### src/rtl/assert_macros.svh
// Assertion macros used by the camera follow RTL.
`ifndef ASSERT_MACROS_SVH
`define ASSERT_MACROS_SVH
// Implication checked on every rising clock edge outside reset.
`define ASSERT_IMPL(label, clk, rst_n, ante, cons) \
  label: assert property (@(posedge clk) disable iff (!rst_n) (ante) |-> (cons)) \
    else $error("assertion failed");
// Implication whose consequent is checked in the following cycle.
`define ASSERT_NEXT(label, clk, rst_n, ante, cons) \
  label: assert property (@(posedge clk) disable iff (!rst_n) (ante) |=> (cons)) \
    else $error("assertion failed");
`endif

### src/rtl/ecf_pkg.sv
// Package with the shared types and constants of the camera follow block.
`timescale 1ns / 1ps
package ecf_pkg;
  localparam int unsigned FracBits = 8;
  localparam int unsigned CoordW = 32;
  localparam logic [31:0] OnePx = 32'd1 << FracBits;

  localparam logic [1:0] CmdTick = 2'd0;
  localparam logic [1:0] CmdSet = 2'd1;
  localparam logic [1:0] CmdMove = 2'd2;
  localparam logic [1:0] CmdClick = 2'd3;

  localparam logic [1:0] ModeOff = 2'd0;
  localparam logic [1:0] ModeKey = 2'd1;
  localparam logic [1:0] ModeMouse = 2'd2;
  // Unused mode code; it behaves as tracking off.
  localparam logic [1:0] ModeSpare = 2'd3;

  localparam logic [1:0] RegMode = 2'd0;
  localparam logic [1:0] RegWidth = 2'd1;
  localparam logic [1:0] RegHeight = 2'd2;

  // Datapath operations issued by the controller.
  typedef enum logic [3:0] {
    OpNone,
    OpApply,   // apply the command, key nudge included
    OpSquare,  // register dx*dx, dy*dy
    OpSqrtInit,
    OpSqrtStep,
    OpVel,     // velocity = max(dist/60, one pixel)
    OpDivInit, // step divisions by the length
    OpDivStep,
    OpUpdate
  } op_e;

  typedef struct packed {
    op_e op;
    logic [1:0] div_sel;  // 1 x step, 2 y step
  } ecf_cmd_t;

  typedef struct packed {
    logic pending;
    logic near;       // length at most one pixel
    logic sqrt_done;
    logic div_done;
  } ecf_stat_t;
endpackage

### src/rtl/ecf_ctrl.sv
// Controller of the camera follow block: sequences one transaction.
`timescale 1ns / 1ps
module ecf_ctrl (
  input  logic               clk_i,
  input  logic               rst_ni,
  input  logic               in_valid_i,
  output logic               in_ready_o,
  input  logic [1:0]         command_i,
  output logic               out_valid_o,
  input  logic               out_ready_i,
  input  ecf_pkg::ecf_stat_t stat_i,
  output ecf_pkg::ecf_cmd_t  cmd_o,
  output logic               busy_o
);
  typedef enum logic [3:0] {
    SIdle, SCheck, SSquare, SSqInit, SSqrt, SVel, SDivInit, SDiv, SDone
  } state_e;
  state_e state_q;
  logic [1:0] sel_q;
  logic is_tick_q;
  logic out_valid_q;

  assign in_ready_o = state_q == SIdle && !out_valid_q;
  assign out_valid_o = out_valid_q;
  assign busy_o = state_q != SIdle;
  assign cmd_o.div_sel = sel_q;

  always_comb begin
    unique case (state_q)
      SIdle:    cmd_o.op = (in_valid_i && in_ready_o) ? ecf_pkg::OpApply : ecf_pkg::OpNone;
      SSquare:  cmd_o.op = ecf_pkg::OpSquare;
      SSqInit:  cmd_o.op = ecf_pkg::OpSqrtInit;
      SSqrt:    cmd_o.op = ecf_pkg::OpSqrtStep;
      SVel:     cmd_o.op = ecf_pkg::OpVel;
      SDivInit: cmd_o.op = ecf_pkg::OpDivInit;
      SDiv:     cmd_o.op = ecf_pkg::OpDivStep;
      SDone:    cmd_o.op = ecf_pkg::OpUpdate;
      default:  cmd_o.op = ecf_pkg::OpNone;
    endcase
  end

  always_ff @(posedge clk_i or negedge rst_ni) begin
    if (!rst_ni) begin
      state_q <= SIdle; sel_q <= 2'd0; is_tick_q <= 1'b0; out_valid_q <= 1'b0;
    end else begin
      if (out_valid_q && out_ready_i) out_valid_q <= 1'b0;
      unique case (state_q)
        SIdle: if (in_valid_i && in_ready_o) begin
          is_tick_q <= command_i == ecf_pkg::CmdTick;
          state_q <= SCheck;
        end
        SCheck: begin
          if (is_tick_q && stat_i.pending) state_q <= SSquare;
          else begin out_valid_q <= 1'b1; state_q <= SIdle; end
        end
        SSquare: state_q <= SSqInit;
        SSqInit: state_q <= SSqrt;
        SSqrt: if (stat_i.sqrt_done) state_q <= SVel;
        // The length is registered by now, so the snap decision is taken here.
        SVel: begin
          sel_q <= 2'd1;
          state_q <= stat_i.near ? SDone : SDivInit;
        end
        SDivInit: state_q <= SDiv;
        SDiv: if (stat_i.div_done) begin
          if (sel_q == 2'd2) state_q <= SDone;
          else begin sel_q <= sel_q + 2'd1; state_q <= SDivInit; end
        end
        SDone: begin out_valid_q <= 1'b1; state_q <= SIdle; end
        default: state_q <= SIdle;
      endcase
    end
  end
endmodule

### config.mk
export PLATFORM = sky130hd
export DESIGN_NAME = ecf_ctrl
export DESIGN_NICKNAME = d
export VERILOG_FILES = /design/src/rtl/assert_macros.svh /design/src/rtl/ecf_pkg.sv /design/src/rtl/ecf_ctrl.sv
export SDC_FILE = /design/constraint.sdc
export NUM_CORES = 1
export LEC_CHECK = 0
export ABC_AREA = 0
export BUFFER_PORTS_ARGS = -buffer_cell sky130_fd_sc_hd__buf_2
export CAP_MARGIN = 25
export CORE_MARGIN = 5
export CORE_UTILIZATION = 30
export DETAILED_ROUTE_END_ITERATION = 6
export PLACE_DENSITY = 0.59
export SLEW_MARGIN = 40
export SYNTH_ARGS = -nofsm -noshare
export SYNTH_HDL_FRONTEND = slang
export SYNTH_SLANG_ARGS = --single-unit
export TNS_END_PERCENT = 1
### constraint.sdc
create_clock -name clk_i -period 2.15 [get_ports clk_i]
set_clock_uncertainty 0.1 [all_clocks]
set_input_delay 0.43 -clock clk_i [delete_from_list [all_inputs] [get_ports clk_i]]
set_output_delay 0.43 -clock clk_i [all_outputs]
set_load 0.02 [all_outputs]
Word level (Yosys, flattened, before mapping). Index checks and enable logic that the tools add are counted. Widths: inputs -> output; s select.

Register bits: 8. Bits in latches: 0. Bits in writable memories: 0. Bits in read-only memories: 0. Input bits: 10. Output and inout bits: 9. Word-level logic and storage cells: 45. Memories: 0.

Add/subtract/negate cells: 1. $mul: 0. Divide/modulo/power cells: 0. Magnitude comparators: 0. Equality and inequality tests: 13. Shift operators: 0. Mux-type cells: 15. Bitwise logic cells: 0. Reductions and logical operators: 12.

Operators with widths (number): $pmux 4 s8 (2); $mux 4 (5); $eq 4x3->1 const B (4); $eq 4x2->1 const B (2); $mux 2 (3); $ne 2x2->1 const B (3); $reduce_and 3->1 (2); $eq 4x1->1 const B (1); $eq 4x4->1 const B (1); $logic_and 1x1->1 (4); $logic_not 4->1 (1); $pmux 2 s2 (1); $reduce_bool 4->1 (1); $mux 1 (3); $add 2x1->2 const B (1); $eq 2x2->1 const B (1); $logic_not 2->1 (1); $ne 2x1->1 const B (1); $pmux 1 s2 (1); $reduce_and 2->1 (1); $reduce_bool 2->1 (1); $logic_not 1->1 (1).

Longest topological paths before layout.
Word-level depth: 5. Depth in mapped cells: 6. Depth with buffers taken out: 6.

Worst setup path after synthesis. No wires, ideal clock.

Path type: reg2out. Start point: register out_valid_q (netlist: out_valid_o). End point: output port cmd_o[2] (netlist name). Data arrival time: 1.472 ns. Data required time: 1.620 ns. Slack: 0.148 ns. Cell stages (with the launch flop): 4. Buffers on the path: 0. Cells stage by stage: dfrtp_1 > nand2b_2 > or4_1 > a21oi_1.

RTL lines: from (decl) (RTL line ecf_ctrl.sv:21) `logic out_valid_q;`; from (signal assigned) (RTL line ecf_ctrl.sv:44) `state_q <= SIdle; sel_q <= 2'd0; is_tick_q <= 1'b0; out_valid_q <= 1'b0;`; from (signal assigned) (RTL line ecf_ctrl.sv:46) `if (out_valid_q && out_ready_i) out_valid_q <= 1'b0;`; from (signal assigned) (RTL line ecf_ctrl.sv:54) `else begin out_valid_q <= 1'b1; state_q <= SIdle; end`; to (decl) (RTL line ecf_ctrl.sv:12) `output ecf_pkg::ecf_cmd_t cmd_o,`.

==> summary.txt <==
CTS
  – Worst-path clk slew: 0.05 ns
  – Number of buffers created by CTS: 3
  – CTS sink cnt: 8
  – Max Root-Sink Buffers: 2
  – Clk Latency, worst-skew pair: 0.25 ns
  – Htree depth: 1
  – CTS tree: yes
  – Root Driver: clkbuf_4

Drt
  – Number of vias per cell: 4.836
  – Remaining DRCs: 0
  – Routed Antenna Nets: 0
  – Initial drt markers: 13
  – DRT Wirelength: 1.403 mm
  – Drt pass-1 iters: 3
  – DR vias: 532
  – Routed length per placed instance: 12.75 um

Critical path
  – CP endpoint kind: output port
  – Startpoint Class: flip-flop
  – Slowest cell on crit path: dfrtp_1
  – Crit path required time: 1.62 ns
  – Flop-to-flop setup slack: 0.59 ns
  – Critical path's largest stage delay: 0.40 ns
  – Worst Path Max Fanout: 5
  – Critical path class: flip-flop to output port
  – Cells along the critical path: nand2b_4, or4_1, a21oi_1, buf_4
  – Cell family with most CP delay: simple AND/OR/NAND/NOR gates
  – CP bufs+invs: 1
  – Worst Path Arrival: 1.54 ns

Status
  – Outcome: finished clean

GRT
  – First-pass GRT wire length: 2.325 mm
  – Global Route Usage Sum: 11.50%
  – Grt ovf: 0
  – Initial antenna violation count: 0
  – Largest net degree at the start of global routing: 11
  – Vias in the first global route: 527

Flow run
  – Max Cap Viol: 0

Yosys
  – Warnings, synthesis: 0
  – Post-synth ARST share: 100.0%
  – EDFF count, synth: 0
  – Top FF cell, synth: dfrtp_1
  – FF+latch count, synth: 8
  – Mean Syn Cell Area: 9.013 sq um
  – Share of the synthesized area in the top cell type: 34.71%
  – Cells after Synth: 64
  – Top area cells in the synthesized netlist: dfrtp_1 35%, o21ai_0 4.3%, buf_6 3.9%
  – Area of the mapped netlist: 576.8 sq um
  – Yosys cell types: 33
  – Net Count, Synth: 75
  – Cell taking the most area after synthesis: dfrtp_1
  – Seq/Total Area, Yosys: 34.71%

Floorplan
  – Die width: 53.85 um
  – Top Ports: 19
  – Effective utilization at floorplan: 32.35%
  – Rows: 15
  – Die Ht: 53.85 um
  – Core box area: 0.001783 sq mm
  – Die area: 0.002900 sq mm

Cells and area
  – Footprint of the multi-input gates: 334.1 sq um
  – # nets final: 98
  – Register Area: 201.4 sq um
  – N_diodes: 0
  – Most common cell after layout, fill and taps aside: buf_2
  – Commonest cells after routing, fill and taps aside: 17 x buf_2, 7 x dfrtp_1, 5 x o21ai_0, 5 x nand2_1, 5 x buf_4
  – Fill count: 194
  – Final Core Density: 41.12%
  – Share of cells above drive strength 1: 36.47%
  – Area added between synthesis and finish: 27.11%

Power and ir drop
  – Leakage: 0.3493 nW
  – Worst VDD drop: 0.4440 mV
  – PD cells: 1402 mW/mm^2

STA
  – Actual slew at the worst max-slew pin: 0.2517 ns
  – Final number of hold-violating endpoints: 0
  – # setup viols final: 0
  – RSZ-0062 raised after global routing: false
  – Max Freq: 0.4830 GHz
  – Relative slew slack: 83.17%
  – Setup TNS: 0 ns
  – Final worst-path cycle share: 96.30%
  – Final Max Tran Viols: 0
  – Min Tclk post-route: 2.070 ns

Placed design
  – GPL Wtd Cong: 0.7118
  – PortBufs: 18
  – DP HPWL: 1.045 mm

Worst hold path
  – Hold/Removal Path Class: input pin to flip-flop
-- worst paths after layout --
| kind | end | cells after the start | start |
|---|---|---|---|
| setup / recovery | cmd_o[2] | 4 | out_valid_o$_DFF_PN0_ |
| hold reg to reg | is_tick_q$_DFFE_PN0P_ | 2 | is_tick_q$_DFFE_PN0P_ |
| max in group asynchronous | state_q[2]$_DFFE_PN0P_ | 2 | rst_ni |
| hold / removal | out_valid_o$_DFF_PN0_ | 2 | out_ready_i |
| setup reg to reg | state_q[3]$_DFFE_PN0P_ | 5 | state_q[0]$_DFFE_PN0P_ |
| min in group asynchronous | state_q[0]$_DFFE_PN0P_ | 2 | rst_ni |
-- kinds of logic after synthesis --
kind of cell	after synthesis	share of synthesized area (%)
AOI/OAI and AO/OA	22	25.81
adders and majority gates	1	2.169
buffers and inverters	8	8.242
DFF	8	34.71
muxes	2	3.471
and+or+nand+nor	23	25.60
-- routing by layer --
metal	up-vias	GRT usage, %	share of wire (%)
met4	0	10.21	4.1
met5	-	0	0
met2	12	16.13	43
met1	237	15.06	49
met3	4	1.662	4.0
li1	279	-	-
-- power by group --
part | internal [mW] | total (mW) | switching (mW)
Clock | 0.0639 | 0.115 | 0.0510
Combinational | 0.275 | 0.628 | 0.353
Sequential | 0.212 | 0.285 | 0.0735
-- metrics by stage --
step                hold slack, ns  worst slack [ns]  instances  power [mW]  instance area, sq um
finish                      0.2625           0.07956        110       1.028                 733.2
global route                0.2612         0.0004533        110       1.123                 733.2
CTS                         0.2642          0.006765        109       1.012                 721.9
detailed placement          0.1842            0.2664        105      0.8830                 684.4
global placement            0.1815            0.3005        105      0.8777                 684.4
floorplan                  0.03441            0.1475         64      0.7539                 576.8
-- final cells by class --
cell class,count,area share [%]
well taps,25,4.266
repair buffers,23,18.09
inverters,3,1.536
clock buffers,3,3.072
flip-flops and latches,8,27.47
multi-input cells,48,45.56
-- synth_stat cells, types with 2 or more instances --
| library cell | instances |
|---|---|
| dfrtp_1 | 8 |
| nand2_1 | 5 |
| nor2b_1 | 2 |
| inv_1 | 3 |
| a21oi_1 | 3 |
| o21ai_0 | 5 |
| nand3_1 | 2 |
| o21ai_1 | 3 |
| buf_6 | 2 |
| a211oi_1 | 2 |
| nand2b_1 | 2 |
| nor3_1 | 3 |
| a22oi_1 | 2 |
| mux2i_1 | 2 |
| buf_2 | 2 |
-- state kept, by name, summed over array words and instances, names as in the netlist --
register,flops
state_q,4
sel_q,2
is_tick_q,1
out_valid_o,1
-- repair_timing --
action	in CTS	in global routing
hold buffers	1	0
endpoints found under the hold margin	8	0
setup endpoints to repair	1	2
buffers inserted	0	1
resized for setup	1	2
-- worst register-to-register path, cell delays in order, from the launching register on --
cell and delay, ns:
dfrtp_1 0.45, buf_4 0.20, and3b_1 0.19, o21ai_1 0.24
nand2_1 0.12, nor3_1 0.17
No activity file was read; power rests on OpenSTA's default activity.
